[src/rtl/core/rsp_packet_rle_framer_core_macros.svh]
// assertion helpers shared by the framer core modules
`ifndef RSP_PACKET_RLE_FRAMER_CORE_MACROS_SVH
`define RSP_PACKET_RLE_FRAMER_CORE_MACROS_SVH

// same-cycle implication, checked out of reset
`define RSPF_ASSERT_NOW(label, ante, cons) \
    label: assert property (@(posedge i_clk) disable iff (!i_rst_n) (ante) |-> (cons)) \
        else $error("rspf check failed");

// next-cycle implication, checked out of reset
`define RSPF_ASSERT_NEXT(label, ante, cons) \
    label: assert property (@(posedge i_clk) disable iff (!i_rst_n) (ante) |=> (cons)) \
        else $error("rspf check failed");

`endif

[src/rtl/core/rspf_pkg.sv]
package rspf_pkg;

    localparam logic [7:0] CHAR_DOLLAR = 8'h24;
    localparam logic [7:0] CHAR_HASH   = 8'h23;
    localparam logic [7:0] CHAR_STAR   = 8'h2A;
    localparam logic [7:0] COUNT_BIAS  = 8'd29;
    localparam logic [7:0] RUN_CAP     = 8'd226;
    localparam logic [7:0] RUN_MIN     = 8'd3;
    localparam logic [7:0] CAP_COUNT   = 8'd255;

    // positions of the output slots of one command, in emission order
    localparam int unsigned NUM_SLOTS = 8;
    localparam logic [2:0] SLOT_DOLLAR = 3'd0;
    localparam logic [2:0] SLOT_CNT_A  = 3'd1;
    localparam logic [2:0] SLOT_HELD   = 3'd2;
    localparam logic [2:0] SLOT_SYM    = 3'd3;
    localparam logic [2:0] SLOT_CNT_B  = 3'd4;
    localparam logic [2:0] SLOT_HASH   = 3'd5;
    localparam logic [2:0] SLOT_HI     = 3'd6;
    localparam logic [2:0] SLOT_LO     = 3'd7;

    typedef struct packed {
        logic [NUM_SLOTS-1:0] slots;
        logic [1:0]           held_n;
        logic [7:0]           held_char;
        logic [7:0]           sym;
        logic [7:0]           cnt;
    } t_cmd;

    function automatic logic [7:0] hex_digit(input logic [3:0] nib);
        logic [7:0] res;
        if (nib < 4'd10) begin
            res = 8'h30 + {4'd0, nib};
        end else begin
            res = 8'h37 + {4'd0, nib};
        end
        return res;
    endfunction

endpackage

[src/rtl/core/rspf_if.sv]
interface rspf_in_if;
    logic       valid;
    logic       ready;
    logic [7:0] data_byte;
    logic       last_of_packet;
    logic       no_payload;

    modport source (output valid, data_byte, last_of_packet, no_payload, input ready);
    modport sink   (input valid, data_byte, last_of_packet, no_payload, output ready);
endinterface

interface rspf_out_if;
    logic       valid;
    logic       ready;
    logic [7:0] out_byte;
    logic       last_of_frame;

    modport source (output valid, out_byte, last_of_frame, input ready);
    modport sink   (input valid, out_byte, last_of_frame, output ready);
endinterface

[src/rtl/core/rspf_front.sv]
module rspf_front (
    input  logic                i_clk,
    input  logic                i_rst_n,
    rspf_in_if.sink             i_in,
    input  logic                i_full,
    output logic                o_push,
    output rspf_pkg::t_cmd      o_cmd
);

    logic [1:0] r_seen, n_seen;
    logic [7:0] r_prev, n_prev;
    logic [7:0] r_run,  n_run;
    logic       r_open, n_open;

    logic       acc;
    logic [7:0] run_inc;

    assign i_in.ready = ~i_full;
    assign acc        = i_in.valid && i_in.ready;
    assign run_inc    = r_run + 8'd1;

    always_comb begin
        n_seen = r_seen;
        n_prev = r_prev;
        n_run  = r_run;
        n_open = r_open;
        o_cmd  = '0;
        o_push = 1'b0;
        // an empty beat that does not close the packet is dropped
        if (acc && !(i_in.no_payload && !i_in.last_of_packet)) begin
            if (!r_open) begin
                o_cmd.slots[rspf_pkg::SLOT_DOLLAR] = 1'b1;
            end
            n_open          = 1'b1;
            o_cmd.held_char = r_prev;
            if (!i_in.no_payload) begin
                if (r_seen == 2'd0) begin
                    o_cmd.slots[rspf_pkg::SLOT_SYM] = 1'b1;
                    o_cmd.sym = i_in.data_byte;
                    n_prev    = i_in.data_byte;
                    n_seen    = 2'd1;
                end else if (r_run != 8'd0) begin
                    if (i_in.data_byte == r_prev) begin
                        if (run_inc >= rspf_pkg::RUN_CAP) begin
                            o_cmd.slots[rspf_pkg::SLOT_CNT_A] = 1'b1;
                            o_cmd.cnt = rspf_pkg::CAP_COUNT;
                            n_run     = 8'd0;
                        end else begin
                            n_run = run_inc;
                        end
                    end else begin
                        o_cmd.slots[rspf_pkg::SLOT_CNT_A] = 1'b1;
                        o_cmd.slots[rspf_pkg::SLOT_SYM]   = 1'b1;
                        o_cmd.cnt = r_run + rspf_pkg::COUNT_BIAS;
                        o_cmd.sym = i_in.data_byte;
                        n_run     = 8'd0;
                        n_prev    = i_in.data_byte;
                        n_seen    = 2'd1;
                    end
                end else if (i_in.data_byte == r_prev) begin
                    // third held repeat opens a run
                    if (r_seen == 2'd3) begin
                        o_cmd.slots[rspf_pkg::SLOT_SYM] = 1'b1;
                        o_cmd.sym = rspf_pkg::CHAR_STAR;
                        n_run     = rspf_pkg::RUN_MIN;
                        n_seen    = 2'd1;
                    end else begin
                        n_seen = r_seen + 2'd1;
                    end
                end else begin
                    o_cmd.held_n = r_seen - 2'd1;
                    o_cmd.slots[rspf_pkg::SLOT_SYM] = 1'b1;
                    o_cmd.sym = i_in.data_byte;
                    n_prev    = i_in.data_byte;
                    n_seen    = 2'd1;
                end
            end
            if (i_in.last_of_packet) begin
                if (n_run != 8'd0) begin
                    o_cmd.slots[rspf_pkg::SLOT_CNT_B] = 1'b1;
                    o_cmd.cnt = n_run + rspf_pkg::COUNT_BIAS;
                end
                if (n_seen > 2'd1) begin
                    o_cmd.held_n = n_seen - 2'd1;
                end
                o_cmd.slots[rspf_pkg::SLOT_HASH] = 1'b1;
                o_cmd.slots[rspf_pkg::SLOT_HI]   = 1'b1;
                o_cmd.slots[rspf_pkg::SLOT_LO]   = 1'b1;
                n_seen = 2'd0;
                n_prev = 8'd0;
                n_run  = 8'd0;
                n_open = 1'b0;
            end
            o_cmd.slots[rspf_pkg::SLOT_HELD] = (o_cmd.held_n != 2'd0);
            o_push = |o_cmd.slots;
        end
    end

    always_ff @(posedge i_clk) begin
        if (!i_rst_n) begin
            r_seen <= 2'd0;
            r_prev <= 8'd0;
            r_run  <= 8'd0;
            r_open <= 1'b0;
        end else begin
            r_seen <= n_seen;
            r_prev <= n_prev;
            r_run  <= n_run;
            r_open <= n_open;
        end
    end

`include "rsp_packet_rle_framer_core_macros.svh"

    `RSPF_ASSERT_NOW(a_run_single_seen, r_run != 8'd0, r_seen == 2'd1)
    `RSPF_ASSERT_NOW(a_seen_needs_open, r_seen != 2'd0, r_open)

endmodule

[src/rtl/core/rspf_queue.sv]
module rspf_queue #(
    parameter int unsigned DEPTH = 4
) (
    input  logic           i_clk,
    input  logic           i_rst_n,
    input  logic           i_push,
    input  rspf_pkg::t_cmd i_cmd,
    output logic           o_full,
    input  logic           i_pop,
    output logic           o_empty,
    output rspf_pkg::t_cmd o_head
);

    localparam int unsigned PTR_W = $clog2(DEPTH);
    localparam int unsigned CNT_W = $clog2(DEPTH + 1);

    rspf_pkg::t_cmd   r_mem [DEPTH];
    logic [PTR_W-1:0] r_wr_ptr, n_wr_ptr;
    logic [PTR_W-1:0] r_rd_ptr, n_rd_ptr;
    logic [CNT_W-1:0] r_count,  n_count;

    assign o_full  = (r_count == CNT_W'(DEPTH));
    assign o_empty = (r_count == '0);
    assign o_head  = r_mem[r_rd_ptr];

    always_comb begin
        n_wr_ptr = r_wr_ptr;
        n_rd_ptr = r_rd_ptr;
        n_count  = r_count;
        if (i_push) begin
            n_wr_ptr = (r_wr_ptr == PTR_W'(DEPTH - 1)) ? '0 : r_wr_ptr + 1'b1;
        end
        if (i_pop) begin
            n_rd_ptr = (r_rd_ptr == PTR_W'(DEPTH - 1)) ? '0 : r_rd_ptr + 1'b1;
        end
        if (i_push && !i_pop) begin
            n_count = r_count + 1'b1;
        end else if (!i_push && i_pop) begin
            n_count = r_count - 1'b1;
        end
    end

    always_ff @(posedge i_clk) begin
        if (i_push) begin
            r_mem[r_wr_ptr] <= i_cmd;
        end
    end

    always_ff @(posedge i_clk) begin
        if (!i_rst_n) begin
            r_wr_ptr <= '0;
            r_rd_ptr <= '0;
            r_count  <= '0;
        end else begin
            r_wr_ptr <= n_wr_ptr;
            r_rd_ptr <= n_rd_ptr;
            r_count  <= n_count;
        end
    end

`include "rsp_packet_rle_framer_core_macros.svh"

    `RSPF_ASSERT_NOW(a_no_overflow, i_push, !o_full)

endmodule

[src/rtl/core/rspf_back.sv]
module rspf_back (
    input  logic           i_clk,
    input  logic           i_rst_n,
    input  logic           i_empty,
    input  rspf_pkg::t_cmd i_head,
    output logic           o_pop,
    rspf_out_if.source     o_out
);

    rspf_pkg::t_cmd r_act, n_act;
    logic [7:0]     r_sum, n_sum;
    logic           r_out_valid, n_out_valid;
    logic [7:0]     r_out_byte,  n_out_byte;
    logic           r_out_last,  n_out_last;

    rspf_pkg::t_cmd cur;
    logic           use_head;
    logic           adv;
    logic [2:0]     pick;
    logic [7:0]     byte_sel;
    logic           counted;

    assign o_out.valid         = r_out_valid;
    assign o_out.out_byte      = r_out_byte;
    assign o_out.last_of_frame = r_out_last;

    // an idle slot set takes the queue head straight away
    assign use_head = (r_act.slots == '0) && !i_empty;
    assign cur      = use_head ? i_head : r_act;
    assign adv      = (|cur.slots) && (!r_out_valid || o_out.ready);
    assign o_pop    = adv && use_head;

    always_comb begin
        pick = rspf_pkg::SLOT_LO;
        for (int i = rspf_pkg::NUM_SLOTS - 1; i >= 0; i--) begin
            if (cur.slots[i]) begin
                pick = 3'(i);
            end
        end
    end

    always_comb begin
        counted = 1'b0;
        case (pick)
            rspf_pkg::SLOT_DOLLAR: byte_sel = rspf_pkg::CHAR_DOLLAR;
            rspf_pkg::SLOT_CNT_A: begin
                byte_sel = cur.cnt;
                counted  = 1'b1;
            end
            rspf_pkg::SLOT_HELD: begin
                byte_sel = cur.held_char;
                counted  = 1'b1;
            end
            rspf_pkg::SLOT_SYM: begin
                byte_sel = cur.sym;
                counted  = 1'b1;
            end
            rspf_pkg::SLOT_CNT_B: begin
                byte_sel = cur.cnt;
                counted  = 1'b1;
            end
            rspf_pkg::SLOT_HASH:   byte_sel = rspf_pkg::CHAR_HASH;
            rspf_pkg::SLOT_HI:     byte_sel = rspf_pkg::hex_digit(r_sum[7:4]);
            rspf_pkg::SLOT_LO:     byte_sel = rspf_pkg::hex_digit(r_sum[3:0]);
            default:               byte_sel = 8'd0;
        endcase
    end

    always_comb begin
        n_act       = r_act;
        n_sum       = r_sum;
        n_out_valid = r_out_valid;
        n_out_byte  = r_out_byte;
        n_out_last  = r_out_last;
        if (adv) begin
            n_act = cur;
            if (pick == rspf_pkg::SLOT_HELD && cur.held_n != 2'd1) begin
                n_act.held_n = cur.held_n - 2'd1;
            end else begin
                n_act.slots[pick] = 1'b0;
            end
            if (counted) begin
                n_sum = r_sum + byte_sel;
            end
            if (pick == rspf_pkg::SLOT_LO) begin
                n_sum = 8'd0;
            end
            n_out_valid = 1'b1;
            n_out_byte  = byte_sel;
            n_out_last  = (pick == rspf_pkg::SLOT_LO);
        end else if (o_out.ready) begin
            n_out_valid = 1'b0;
        end
    end

    always_ff @(posedge i_clk) begin
        if (!i_rst_n) begin
            r_act       <= '0;
            r_sum       <= 8'd0;
            r_out_valid <= 1'b0;
        end else begin
            r_act       <= n_act;
            r_sum       <= n_sum;
            r_out_valid <= n_out_valid;
        end
    end

    always_ff @(posedge i_clk) begin
        r_out_byte <= n_out_byte;
        r_out_last <= n_out_last;
    end

`include "rsp_packet_rle_framer_core_macros.svh"

    `RSPF_ASSERT_NEXT(a_sum_cleared, adv && pick == rspf_pkg::SLOT_LO, r_sum == 8'd0)
    `RSPF_ASSERT_NOW(a_held_count, r_act.slots[rspf_pkg::SLOT_HELD], r_act.held_n != 2'd0)

endmodule

[src/rtl/core/rsp_packet_rle_framer_core.sv]
// Run-length framer for remote-debug packets.
// i_in carries payload beats: data_byte, last_of_packet, and no_payload for a
// beat without a byte (an empty beat only matters when it closes the packet).
// o_out carries the framed stream: '$', compressed payload with '*'+count
// tokens, '#', two upper-case hex checksum digits; last_of_frame marks the
// second digit.
// Each accepted beat is classified combinationally by the front end into a
// command of up to six output bytes, held in a QUEUE_DEPTH-entry queue.
// While o_out is not stalled, the back end drains one byte per cycle into a
// registered output, which a beat's first byte reaches via its queue entry.
// Input rate is one beat per cycle; a beat that yields several bytes holds
// the output until all are sent, so end-of-packet bursts (up to six bytes)
// fill the queue and i_in.ready drops while it is full.
// A stall on o_out holds the output register; the queue keeps taking beats
// until it fills. Reset clears the run state, checksum, queue and output
// valid; the next beat starts a new frame.
module rsp_packet_rle_framer_core #(
    parameter int unsigned QUEUE_DEPTH = 4
) (
    input  logic       i_clk,
    input  logic       i_rst_n,
    rspf_in_if.sink    i_in,
    rspf_out_if.source o_out
);

    logic           push;
    logic           pop;
    logic           full;
    logic           empty;
    rspf_pkg::t_cmd cmd;
    rspf_pkg::t_cmd head;

    rspf_front u_front (
        .i_clk   (i_clk),
        .i_rst_n (i_rst_n),
        .i_in    (i_in),
        .i_full  (full),
        .o_push  (push),
        .o_cmd   (cmd)
    );

    rspf_queue #(
        .DEPTH (QUEUE_DEPTH)
    ) u_queue (
        .i_clk   (i_clk),
        .i_rst_n (i_rst_n),
        .i_push  (push),
        .i_cmd   (cmd),
        .o_full  (full),
        .i_pop   (pop),
        .o_empty (empty),
        .o_head  (head)
    );

    rspf_back u_back (
        .i_clk   (i_clk),
        .i_rst_n (i_rst_n),
        .i_empty (empty),
        .i_head  (head),
        .o_pop   (pop),
        .o_out   (o_out)
    );

endmodule
[src/flat_wrapper.sv]
// flat-port wrapper written by rule: the top's interface ports become plain ports
module rsp_packet_rle_framer_core_flat 
#(
    parameter int unsigned QUEUE_DEPTH = 4
)
  (i_clk, i_rst_n, i_in_valid, i_in_data_byte, i_in_last_of_packet, i_in_no_payload, i_in_ready, o_out_valid, o_out_out_byte, o_out_last_of_frame, o_out_ready);
  rspf_in_if i_in_i ();
  rspf_out_if o_out_i ();
  input  logic i_clk;
  input  logic i_rst_n;
  input wire logic [$bits(i_in_i.valid)-1:0] i_in_valid;
  input wire logic [$bits(i_in_i.data_byte)-1:0] i_in_data_byte;
  input wire logic [$bits(i_in_i.last_of_packet)-1:0] i_in_last_of_packet;
  input wire logic [$bits(i_in_i.no_payload)-1:0] i_in_no_payload;
  output wire logic [$bits(i_in_i.ready)-1:0] i_in_ready;
  output wire logic [$bits(o_out_i.valid)-1:0] o_out_valid;
  output wire logic [$bits(o_out_i.out_byte)-1:0] o_out_out_byte;
  output wire logic [$bits(o_out_i.last_of_frame)-1:0] o_out_last_of_frame;
  input wire logic [$bits(o_out_i.ready)-1:0] o_out_ready;
  assign i_in_i.valid = i_in_valid;
  assign i_in_i.data_byte = i_in_data_byte;
  assign i_in_i.last_of_packet = i_in_last_of_packet;
  assign i_in_i.no_payload = i_in_no_payload;
  assign i_in_ready = i_in_i.ready;
  assign o_out_valid = o_out_i.valid;
  assign o_out_out_byte = o_out_i.out_byte;
  assign o_out_last_of_frame = o_out_i.last_of_frame;
  assign o_out_i.ready = o_out_ready;
  rsp_packet_rle_framer_core #(.QUEUE_DEPTH(QUEUE_DEPTH)) u_core (.i_clk(i_clk), .i_rst_n(i_rst_n), .i_in(i_in_i), .o_out(o_out_i));
endmodule
[config.mk]
export PLATFORM = sky130hd
export DESIGN_NAME = rsp_packet_rle_framer_core_flat
export DESIGN_NICKNAME = d
export VERILOG_FILES = /design/src/rtl/core/rspf_pkg.sv /design/src/rtl/core/rspf_if.sv /design/src/rtl/core/rspf_front.sv /design/src/rtl/core/rspf_queue.sv /design/src/rtl/core/rspf_back.sv /design/src/rtl/core/rsp_packet_rle_framer_core.sv /design/src/flat_wrapper.sv
export VERILOG_INCLUDE_DIRS = /design/src /design/src/rtl/core
export SDC_FILE = /design/constraint.sdc
export NUM_CORES = 1
export LEC_CHECK = 0
export BUFFER_PORTS_ARGS = -buffer_cell sky130_fd_sc_hd__buf_2
export CAP_MARGIN = 10
export CORE_ASPECT_RATIO = 0.8
export CORE_MARGIN = 1.5
export CORE_UTILIZATION = 55
export CTS_CLUSTER_SIZE = 28
export DETAILED_ROUTE_END_ITERATION = 8
export HOLD_SLACK_MARGIN = 0.05
export PLACE_DENSITY = 0.72
export SYNTH_ARGS = -nofsm -noshare
export SYNTH_HDL_FRONTEND = slang
export SYNTH_SLANG_ARGS = --single-unit
[constraint.sdc]
create_clock -name i_clk -period 9.9 [get_ports i_clk]
set_clock_uncertainty 0.1 [all_clocks]
set_input_delay 0.495 -clock i_clk [delete_from_list [all_inputs] [get_ports i_clk]]
set_output_delay 0.495 -clock i_clk [all_outputs]
set_load 0.01 [all_outputs]
# Word level (Yosys, flattened, before mapping)
# Memory sizes are Yosys's and may differ from the RTL's. A register that Yosys moved wholly into a read port is not among the register bits.
# Index checks and enable logic that the tools add are counted.
totals:
  out_inout_bits: 11
  n_memories: 1
  register_bits: 78
  wordCells: 179
  ramBits: 136
  input_bits: 14
op_classes:
  n_mux: 89
  addsub: 16
  n_reduce_logical: 33
  n_eq_ne: 15
  magnitude_cmp: 6
  n_bitwise: 3
memory_table:
  columns: ["name", "depth", "word_bits", "read_ports", "rd_clocked_by_memory_dff", "wr", "line_no", "rtl"]
  rows:
  - ["u_core.u_queue.r_mem", 4, 34, 1, 1, 1, "rspf_queue.sv:17", "rspf_pkg::t_cmd r_mem [DEPTH];"]
op_table:
  columns: ["cell", "n"]
  rows:
  - ["8-bit 2-to-1 mux", 26]
  - ["34-bit 2-to-1 mux", 2]
  - ["8-bit case mux with 7 select lines", 1]
  - ["2-bit 2-to-1 mux", 20]
  - ["6-bit by 4-bit adder with 7-bit output, first input constant", 4]
  - ["1-bit 2-to-1 mux", 25]
  - ["3-bit 2-to-1 mux", 8]
  - ["8-bit by 5-bit adder with 8-bit output, second input constant", 2]
  - ["16-bit 2-to-1 mux", 1]
  - ["8-bit nonzero test", 2]
  - ["8-bit OR reduction", 2]
  - ["3-bit == test, second input constant", 5]
  - ["7-bit 2-to-1 mux", 2]
  - ["1-bit logical AND", 10]
  - ["8-bit by 1-bit adder with 8-bit output, second input constant", 1]
  - ["8-bit adder", 1]
  - ["8-bit bitwise AND", 1]
  - ["8-bit == test", 1]
  - ["8-bit greater-or-equal comparator, second input constant", 1]
  - ["8-bit zero test", 1]
  - ["4-bit less-than comparator, second input constant", 2]
  - ["4-bit 2-to-1 mux", 2]
  - ["8-bit inverter", 1]
  - ["2-bit nonzero test", 4]
  - ["24 further kinds", 37]

# Depth between registers and ports, before layout
# Gate-level depths: netlist (run 1).
logic_depth:
  ltp_word: 18
  depth_mapped: 19
  depth_no_buf: 18

# Hierarchy
# Synthesis (run 1) repeated with hierarchy kept, for this count alone.
unflattened:
  cells_unflattened: 915
  hier_area_um2: 10759.1
modules_own_cells:
  columns: ["mod", "cells_each", "area_each_um2", "seq_area_each_um2", "instances"]
  rows:
  - ["rspf_queue", 222, 5412.7, 4264.1, 1]
  - ["rspf_back", 387, 3106.7, 1131.1, 1]
  - ["rspf_front", 306, 2239.6, 380.4, 1]

# Least setup slack after synthesis (run 1)
# Ideal clock, no wire load.
synth_path:
  kind: "reg-to-reg"
  startpoint: "register with a tool-made name"
  endpoint: "register u_core.u_back.r_sum[7]"
  setup_slack_ps: 4572
  path_stages_with_launch: 19
  n_path_buf: 2
  t_arrival_ps: 5111
  required_ps: 9683
  setup_ps: 117
  period_less_slack_ps: 5328
  cell_sequence: "dfxtp_1 -> buf_6 -> buf_2 -> mux4_2 -> a41oi_1 -> nand2_1 -> nor2_1 -> mux4_2 -> nand2_1 -> o2111ai_1 -> ha_1 -> a21o_1 -> a21oi_1 -> o21ai_0 -> o41ai_1 -> nor2_1 -> and3_1 -> or4_1 -> a32o_1"
synth_rtl:
  columns: ["element", "line_no", "rtl"]
  rows:
  - ["to (signal assigned)", "rspf_back.sv:103", "r_sum <= n_sum;"]
  - ["to (decl)", "rspf_back.sv:11", "logic [7:0] r_sum, n_sum;"]

==> metrics.cfg, run 1 <==
[floorplan]
number_of_placement_rows = 43
die_ar_sq_mm = 0.0189
fp.coreArea_sq_mm = 0.0175
initial_core_util = 0.568
io-pin-count = 25
chipHeight_um = 123
die_width_um = 153

[timing]
layout_worst_path_cycle_share = 0.691
finalSetupViolations = 0
period_needed_ns = 6.84
whs_ns = 0.188
setup_repair_after_global_routing_missed_its_margin = false
finalMaxSlewViolations = 0
slew_headroom = 0.358
tightestPinTransition_ns = 0.950
final_hold_viol_count = 0
tns_ns = 0
maximum_operating_frequency_ghz = 0.146

[routing]
wl_mm = 22.9
postRouteAntennaNets = 0
route.detailed.wl_per_inst_um = 21.1
vias = 6907
remaining_drc_errors = 0
drt_first_iter_violations = 572
vias_per_cell = 6.37
first_pass_iters = 5

[power]
report.power.total_mw = 3.73
power.leakage_nw = 3.75
powerDensity_mw_per_mm2 = 344
worst_ir_drop_vdd_mv = 0.186

[worst_setup_path]
crit_path_cell_trace = buf_4, mux4_2, a41oi_1, nand2_1, nor2_1, mux4_2, nand2_1, o2111ai_1, ha_1, a21o_1, a21oi_1, o21ai_0, o41ai_1, nor2_1, and3_1, or4_1, a32o_1
slowest_stage = sky130_fd_sc_hd__o41ai_1
slowest_delay_ns = 0.80
max_fo_critical_path = 17
critical_path_cell_count = 17
worstPathBufferInverterCount = 1
critical_path_sink_type = flop
critical_path_arrival_ns = 7.12
critical-path-top-delay-family = compound AO/OA/AOI/OAI gates
reg2reg_depth = 17
cp_data_required_time_ns = 10.19
timing.critical_path.from_type = flop
critPathKind = reg -> reg

[global_routing]
grt-ovfl-total = 0
largest_net_degree_at_the_start_of_global_routing = 65
first_pass_grt_wire_length_mm = 36.7
grt_util_all_layers = 0.252
grt_antenna_before_repair = 0
first_global_vias = 6748

[place]
port_buffers = 24
hpwlAfterDp_mm = 16.0
placed_cell_area_sq_mm = 0.0103
gpl.final_weighted_congestion = 0.947

[outcome]
run_status = finished, final reports clean

[clock_network]
h-tree-depth = 1
number_of_buffers_created_by_cts = 21
clock_sinks = 208
cts.hold.buffers_added = 0
cts.path.max_buffers = 3
post-cts-setup-buffers = 0
tritoncts = yes
clock_insertion_delay_worst_skew_ns = 0.51
cts-root-buf = sky130_fd_sc_hd__clkbuf_16
cts.reportedPaths.clkPinSlew_ns = 0.06
cts_repair_resize_count = 0

[hold_path]
hold_path.class = in -> reg
whs_path_depth = 3
worst_hold_startpoint = i_in_data_byte[0]

[finish]
drive_above_1_share = 0.141
finish.net_count = 886
syn2layout_area_growth_pct = 9.19
postLayoutCellArea_sq_mm = 0.0109
finalCoreUtilization = 0.620
n_antenna_cell = 0

[synth]
ys_top_cells_by_count = 137 x sky130_fd_sc_hd__edfxtp_1, 110 x sky130_fd_sc_hd__nand2_1, 71 x sky130_fd_sc_hd__dfxtp_1
synth_area_leader_cell = sky130_fd_sc_hd__edfxtp_1
synthFlopType = sky130_fd_sc_hd__edfxtp_1
postSynthRegisterBits = 208
synth-edff-count = 137
yosys.cell_count.top_type = sky130_fd_sc_hd__edfxtp_1
syn_avg_cell_area_sq_um = 12.0
number_of_library_cell_types_mapped_by_synthesis = 69
synth.net_count = 870
post_synth_main_area_contributors = sky130_fd_sc_hd__edfxtp_1 41%, sky130_fd_sc_hd__dfxtp_1 14%, sky130_fd_sc_hd__mux4_2 8.8%
syn_area_sq_mm = 0.00996
yosys_warn_count = 0
ys_async_sr_fraction = 0
post_synth_inst_count = 829
seq_area_frac_synth = 0.556
synth_top_area_share = 0.413

[run]
drv.max_cap_violation_count = 0

==> metal layers <==
layer,GRT usage,up-vias,share of wire
met3,0.0428,44,0.063
li1,-,3181,-
met2,0.411,219,0.46
met5,0,-,0
met1,0.352,3463,0.45
met4,0.0758,0,0.024
==> final cells by class <==
class | instances | area, sq um
Clock buffer | 24 | 547
Timing Repair Buffer | 36 | 210
Multi-Input combinational cell | 557 | 4150
Sequential cell | 208 | 5540
Clock inverter | 14 | 63.8
Tap cell | 225 | 282
Inverter | 21 | 78.8
Fill cell | 1361 | 6670
==> registers in the layout, indices dropped and copies added, names as in the netlist, 2 cells and up, named ones only <==
| name | flops |
|---|---|
| u_core.u_back.o_out.out_byte | 8 |
| u_core.u_queue.r_count | 3 |
| u_core.u_back.r_sum | 8 |
| u_core.u_back.r_act | 34 |
| u_core.u_front.r_seen | 2 |
| u_core.u_front.r_run | 8 |
| u_core.u_front.r_prev | 8 |
| u_core.u_queue.r_mem | 128 |
| u_core.u_queue.r_rd_ptr | 2 |
| u_core.u_queue.r_wr_ptr | 2 |
==> cell families (layout without fill, tap and decap cells) <==
logic type                 count (synthesis)  in the layout  share of synthesized area
AOI/OAI and AO/OA                        183            183                      0.125
buffers and inverters                     64             95                     0.0269
xor gates and xnor gates                  33             33                     0.0290
and+or+nand+nor                          258            258                      0.122
adders and majority gates                 27             27                     0.0354
DFF                                      208            208                      0.556
muxes                                     56             56                      0.106
==> worst min-delay path: stages <==
cell,delay (ns)
sky130_fd_sc_hd__buf_2,0.11
sky130_fd_sc_hd__a22oi_1,0.08
sky130_fd_sc_hd__nor2_1,0.08
==> path summary, 6_finish.rpt <==
kind	slack (ns)	end
worst max register to register	3.06	u_core.u_back.r_sum[7]$_SDFFE_PN0P_
worst min-delay path	0.19	u_core.u_front.r_prev[0]$_SDFFE_PN0P_
worst max-delay path	3.06	u_core.u_back.r_sum[7]$_SDFFE_PN0P_
worst min register to register	0.35	u_core.u_back.r_act[2]$_SDFFE_PN0P_
==> placed cells by master (no fill, tap or decap), drive strengths merged, types with 23 or more instances in the layout <==
master,count
mux4,39
edfxtp,137
nor2,54
dfxtp,71
xnor2,23
a21oi,62
ha,25
nand2,110
clkbuf,24
buf,36
==> report_power, final <==
part           switching, mW  internal [mW]  leakage, nW
logic                   1.18          0.654         1.59
registers             0.0833           1.11         1.86
clock network          0.316          0.395        0.305
==> stage by stage <==
stage	instances	setup slack, ns
after CTS	1085	3.07
after global placement	1047	3.41
after floorplan	829	4.57
after global routing	1085	2.52
after detailed placement	1047	3.10
final	1085	3.06
(Power assumes the default switching activity.)
==> run 2, diff against run 1 <==
Settings changed: PLACE_DENSITY 0.72 to 0.74.
Clock period 9.9 ns to 6.15 ns, I/O delays scaled along.
==> metrics.cfg, run 2 (synthesis results as in run 1) <==
[outcome]
run_status = finished, final reports clean

[routing]
vias_per_cell = 6.30  ; -1.0%
drt_first_iter_violations = 682  ; +19%
vias = 6901  ; -0.087%
wl_mm = 23.1  ; +0.71%
postRouteAntennaNets = 0  ; unchanged
remaining_drc_errors = 0  ; unchanged
route.detailed.wl_per_inst_um = 21.1  ; -0.21%
first_pass_iters = 5  ; unchanged

[clock_network]
tritoncts = yes
cts-root-buf = sky130_fd_sc_hd__clkbuf_16
cts_repair_resize_count = 0  ; unchanged
cts.path.max_buffers = 3  ; unchanged
number_of_buffers_created_by_cts = 21  ; unchanged
clock_insertion_delay_worst_skew_ns = 0.49  ; -0.02 ns
clock_sinks = 208  ; unchanged
cts.reportedPaths.clkPinSlew_ns = 0.07  ; about the same
h-tree-depth = 1  ; unchanged

[power]
sequentialPowerShare = 0.307  ; -0.012
power.leakage_nw = 3.80  ; +1.4%
total_switching_power_mw = 2.60  ; +65%
pwr-share-comb = 0.495  ; +0.004
power.share.switching = 0.420  ; -0.00216
powerDensity_mw_per_mm2 = 563  ; +64%
internal_power_mw = 3.59  ; +66%
clkPwrFrac = 0.197  ; +0.007
worst_ir_drop_vdd_mv = 0.423  ; +130%

[global_routing]
largest_net_degree_at_the_start_of_global_routing = 65  ; unchanged
grt-ovfl-total = 0  ; unchanged
grt_util_all_layers = 0.253  ; +0.000811
grt_antenna_before_repair = 0  ; unchanged
first_global_vias = 6633  ; -1.7%
first_pass_grt_wire_length_mm = 36.9  ; +0.66%

[timing]
slew_headroom = 0.326  ; -0.0317
finalSetupViolations = 0  ; unchanged
tns_ns = 0  ; unchanged
period_needed_ns = 5.46  ; -1.38 ns
finalMaxSlewViolations = 0  ; unchanged
whs_ns = 0.0603  ; -0.128 ns
maximum_operating_frequency_ghz = 0.183  ; +25%
tightestPinTransition_ns = 0.997  ; +0.0469 ns
final_hold_viol_count = 0  ; unchanged
setup_repair_after_global_routing_missed_its_margin = false
layout_worst_path_cycle_share = 0.888  ; +0.197

[run]
drv.max_cap_violation_count = 0  ; unchanged

[finish]
mostFrequentLayoutCell = sky130_fd_sc_hd__edfxtp_1
layout_common_cells = 137 x sky130_fd_sc_hd__edfxtp_1, 110 x sky130_fd_sc_hd__nand2_1, 70 x sky130_fd_sc_hd__dfxtp_1
top_register = u_core.u_queue.r_mem
n_antenna_cell = 0  ; unchanged
finalCoreUtilization = 0.627  ; +0.00749
syn2layout_area_growth_pct = 10.5
reg_top3 = u_core.u_queue.r_mem (128), u_core.u_back.r_act (34)
largest_reg_flops = 128  ; unchanged
fillerInstances = 1368  ; +0.51%
finish.net_count = 897  ; +1.2%
drive_above_1_share = 0.143  ; +0.00183

[worst_setup_path]
worstPathBufferInverterCount = 1  ; unchanged
slowest_stage = sky130_fd_sc_hd__nor4_2
max_fo_critical_path = 9  ; -8
critical_path_arrival_ns = 5.74  ; -1.38 ns
cp_data_required_time_ns = 6.43  ; -3.76 ns
critPathKind = reg -> reg
timing.critical_path.from_type = flop
cp-startpoint = u_core.u_back.r_act[28]$_SDFFE_PN0P_
critical-path-top-delay-family = compound AO/OA/AOI/OAI gates
crit_path_cell_trace = nor4_2, a41oi_1, o21ai_0, a21oi_1, nor2_1, a211oi_1, o21ai_0, o2111ai_1, ha_1, a21o_1, a21oi_1, o21ai_0, o41ai_1, buf_4, nor2_1, and3_1, or4_1, a32o_1
critical_path_sink_type = flop
crit-reg2reg-launch = u_core.u_back.r_act[28]$_SDFFE_PN0P_
cp_common_cell = sky130_fd_sc_hd__o21ai_0
slowest_delay_ns = 0.65  ; -0.15 ns

[hold_path]
worst_hold_startpoint = i_in_data_byte[3]
hold_path.class = in -> reg

[floorplan]
io-pin-count = 25  ; unchanged
initial_core_util = 0.568  ; unchanged
number_of_placement_rows = 43  ; unchanged
fp.coreArea_sq_mm = 0.0175  ; unchanged
die_ar_sq_mm = 0.0189  ; unchanged
chipHeight_um = 123  ; unchanged
die_width_um = 153  ; unchanged

[place]
hpwlAfterDp_mm = 15.8  ; -1.2%
gpl.final_weighted_congestion = 0.935  ; -1.3%
port_buffers = 24  ; unchanged

==> run 2: changes by cell type in the layout (fill, tap and decap cells not counted), sizes merged <==
cell         previous run  this run
bufinv                  0         2
clkbuf                 24        27
clkinvlp                0         1
dlygate4sd3             0         6
inv                    21        20
buf                    36        41
clkinv                 14         8
==> run 2: worst register-to-register path, stage by stage, from the launching register on <==
cell                        delay, ns
sky130_fd_sc_hd__dfxtp_1         0.33
sky130_fd_sc_hd__nor4_2          0.65
sky130_fd_sc_hd__a41oi_1         0.39
sky130_fd_sc_hd__o21ai_0         0.25
sky130_fd_sc_hd__a21oi_1         0.18
sky130_fd_sc_hd__nor2_1          0.52
sky130_fd_sc_hd__a211oi_1        0.10
sky130_fd_sc_hd__o21ai_0         0.20
sky130_fd_sc_hd__o2111ai_1       0.26
sky130_fd_sc_hd__ha_1            0.36
sky130_fd_sc_hd__a21o_1          0.16
sky130_fd_sc_hd__a21oi_1         0.22
sky130_fd_sc_hd__o21ai_0         0.17
sky130_fd_sc_hd__o41ai_1         0.27
sky130_fd_sc_hd__buf_4           0.19
sky130_fd_sc_hd__nor2_1          0.04
sky130_fd_sc_hd__and3_1          0.18
sky130_fd_sc_hd__or4_1           0.50
sky130_fd_sc_hd__a32o_1          0.27
==> run 2: layout make-up <==
type	count	area (sq um)	area share
well taps	225	282	0.0256
repair buffers	47	308	0.0280
clock buffers	27	548	0.0498
multi-input cells	557	4150	0.377
inverters	21	78.8	0.00716
clock inverters	10	96.3	0.00876
flip-flops and latches	208	5540	0.503
==> run 2: final timing paths <==
check                                                             end  slack, ns  depth (start not counted)
worst min-delay path            u_core.u_front.r_prev[3]$_SDFFE_PN0P_       0.06                          3
worst min register to register   u_core.u_back.r_act[12]$_SDFFE_PN0P_       0.35                          2
worst max-delay path              u_core.u_back.r_sum[7]$_SDFFE_PN0P_       0.69                         18
worst max register to register    u_core.u_back.r_sum[7]$_SDFFE_PN0P_       0.69                         18
==> run 2: timing repair <==
action                    CTS  global route
hold buffers                6             0
buffers inserted            0             0
hold endpoints to repair    6             0
==> run 2: power by group through the flow <==
stage / Sequential (mW) / Combinational (mW) / Clock (mW)
after CTS: 1.90 / 3.01 / 1.24
after floorplan: 1.91 / 2.26 / 0
after global routing: 1.93 / 3.32 / 1.29
after global placement: 1.92 / 2.88 / 0
final: 1.90 / 3.07 / 1.22
after detailed placement: 1.93 / 2.98 / 0
==> run 2: layer usage <==
metal	wire length, um	global-route usage	vias to the layer above
li1	-	-	3194
met1	10300	0.367	3407
met2	10800	0.405	268
met3	1600	0.0424	32
met4	401	0.0558	0
met5	0	0	-
==> run 2: stage by stage <==
step	total power [mW]	setup WS, ns	instance area (sq um)	instances
CTS	6.15	0.761	11000	1095
finish	6.19	0.690	11000	1095
detailed placement	4.91	0.821	10300	1052
global placement	4.80	0.890	10300	1052
floorplan	4.17	0.822	9960	829
global route	6.55	0.181	11000	1095
==> run 3, diff against run 2 <==
Settings changed: PLACE_DENSITY 0.74 to not set, PLACE_DENSITY_LB_ADDON set to 0.3.
==> metrics.cfg, run 3 (synthesis results as in run 1) <==
[outcome]
run_status = finished, final reports clean

[power]
report.power.total_mw = 6.27  ; +1.3%
worst_ir_drop_vdd_mv = 0.517  ; +22%
power.leakage_nw = 3.83  ; +0.82%
powerDensity_mw_per_mm2 = 566  ; +0.53%

[timing]
tightestPinTransition_ns = 0.933  ; -0.0646 ns
finalMaxSlewViolations = 0  ; unchanged
slew_headroom = 0.370  ; +0.0436
period_needed_ns = 5.67  ; +0.210 ns
finalSetupViolations = 0  ; unchanged
whs_ns = 0.0626  ; +0.00229 ns
layout_setup_ws_ns = 0.480  ; -0.210 ns
maximum_operating_frequency_ghz = 0.176  ; -3.7%
final_hold_viol_count = 0  ; unchanged
layout_worst_path_cycle_share = 0.922  ; +0.0342
tns_ns = 0  ; unchanged
setup_repair_after_global_routing_missed_its_margin = false

[finish]
finish.net_count = 898  ; +0.11%
postLayoutCellArea_sq_mm = 0.0111  ; +0.77%
reg_top3 = u_core.u_queue.r_mem (128), u_core.u_back.r_act (34)
drive_above_1_share = 0.147  ; +0.00426
layout_common_cells = 137 x sky130_fd_sc_hd__edfxtp_1, 110 x sky130_fd_sc_hd__nand2_1, 70 x sky130_fd_sc_hd__dfxtp_1
syn2layout_area_growth_pct = 11.4
n_antenna_cell = 0  ; unchanged
mostFrequentLayoutCell = sky130_fd_sc_hd__edfxtp_1
largest_reg_flops = 128  ; unchanged
finalCoreUtilization = 0.632  ; +0.00485
top_register = u_core.u_queue.r_mem
layoutNonFillerInstCount = 1097  ; +0.18%

[floorplan]
die_ar_sq_mm = 0.0189  ; unchanged
fp.coreArea_sq_mm = 0.0175  ; unchanged
die_width_um = 153  ; unchanged
chipHeight_um = 123  ; unchanged
io-pin-count = 25  ; unchanged
initial_core_util = 0.568  ; unchanged
number_of_placement_rows = 43  ; unchanged

[place]
port_buffers = 24  ; unchanged
hpwlAfterDp_mm = 16.1  ; +1.5%
placed_cell_area_sq_mm = 0.0103  ; about the same
post-place-cells = 1051  ; -0.095%
gpl.final_weighted_congestion = 0.957  ; +2.4%
dp_slack_ns = 0.557  ; -0.265 ns

[hold_path]
whs_path_depth = 2  ; -1
hold_path.class = in -> reg

[worst_setup_path]
critical_path.endpoint = u_core.u_back.r_sum[7]$_SDFFE_PN0P_
critPathKind = reg -> reg
cp_data_required_time_ns = 6.44  ; about the same
critical_path_cell_count = 18  ; unchanged
max_fo_critical_path = 10  ; +1
capture_point_of_the_worst_reg_to_reg_path = u_core.u_back.r_sum[7]$_SDFFE_PN0P_
worstPathBufferInverterCount = 1  ; unchanged
timing.critical_path.from_type = flop
cp_common_cell = sky130_fd_sc_hd__o21ai_0
crit_path_cell_trace = mux4_2, a41oi_1, o21ai_0, a21oi_1, nor2_1, a211oi_1, o21ai_0, o2111ai_1, ha_1, a21o_1, a21oi_1, o21ai_0, o41ai_1, buf_4, nor2_1, and3_1, or4_1, a32o_1
reg2reg_depth = 18  ; unchanged
slowest_delay_ns = 0.54  ; -0.11 ns
reg2reg_slack_ns = 0.48  ; -0.21 ns
critical-path-top-delay-family = compound AO/OA/AOI/OAI gates
critical_path_arrival_ns = 5.96  ; +0.22 ns
critical_path_sink_type = flop
slowest_stage = sky130_fd_sc_hd__mux4_2

[routing]
vias_per_cell = 6.34  ; +0.58%
drt_first_iter_violations = 602  ; -12%
first_pass_iters = 6  ; +1
remaining_drc_errors = 0  ; unchanged
wl_mm = 23.2  ; +0.29%
vias = 6954  ; +0.77%
route.detailed.wl_per_inst_um = 21.1  ; +0.11%
postRouteAntennaNets = 0  ; unchanged

[clock_network]
cts.path.max_buffers = 3  ; unchanged
number_of_buffers_created_by_cts = 21  ; unchanged
post-cts-setup-buffers = 0  ; unchanged
clock_insertion_delay_worst_skew_ns = 0.50  ; about the same
h-tree-depth = 1  ; unchanged
tritoncts = yes
cts-root-buf = sky130_fd_sc_hd__clkbuf_16
cts.reportedPaths.clkPinSlew_ns = 0.07  ; about the same
clock_sinks = 208  ; unchanged

[global_routing]
largest_net_degree_at_the_start_of_global_routing = 65  ; unchanged
first_pass_grt_wire_length_mm = 37.1  ; +0.65%
grt_util_all_layers = 0.254  ; +0.000892
grt-ovfl-total = 0  ; unchanged
first_global_vias = 6891  ; +3.9%
grt_antenna_before_repair = 0  ; unchanged

[run]
drv.max_cap_violation_count = 0  ; unchanged

==> run 3: how the worst min path moves through the flow <==
stage               slack (ns)                                      to                                 start
floorplan                 0.33    u_core.u_back.r_act[25]$_SDFFE_PN0P_  u_core.u_back.r_act[25]$_SDFFE_PN0P_
global placement          0.34    u_core.u_back.r_act[22]$_SDFFE_PN0P_  u_core.u_back.r_act[22]$_SDFFE_PN0P_
detailed placement        0.35     u_core.u_back.r_act[8]$_SDFFE_PN0P_   u_core.u_back.r_act[8]$_SDFFE_PN0P_
CTS                       0.05  u_core.u_back.o_out.valid$_SDFFE_PN0P_                               i_rst_n
global route              0.08  u_core.u_back.o_out.valid$_SDFFE_PN0P_                               i_rst_n
finish                    0.06  u_core.u_back.o_out.valid$_SDFFE_PN0P_                               i_rst_n
==> run 3: power breakdown <==
part	internal (mW)	switching, mW	leakage, nW	total, mW
Sequential	1.78	0.133	1.86	1.92
Combinational	1.09	1.94	1.64	3.03
Clock	0.801	0.527	0.338	1.33
==> run 3: layout make-up <==
class | count | area, sq um
Fill cell | 1311 | 6450
Sequential cell | 208 | 5540
Multi-Input combinational cell | 557 | 4150
Clock buffer | 25 | 541
Timing Repair Buffer | 48 | 320
Tap cell | 225 | 282
Clock inverter | 13 | 176
Inverter | 21 | 78.8
==> run 3: repair_timing <==
item	4_1_cts	5_1_grt
endpoints found under the hold margin	8	0
resized for setup	0	0
hold buffers	8	0
==> run 3: metal layers <==
metal  part of all wire  track usage
met1               0.46        0.357
met2               0.46        0.416
met3              0.062       0.0428
met4              0.020       0.0667
met5                  0            0
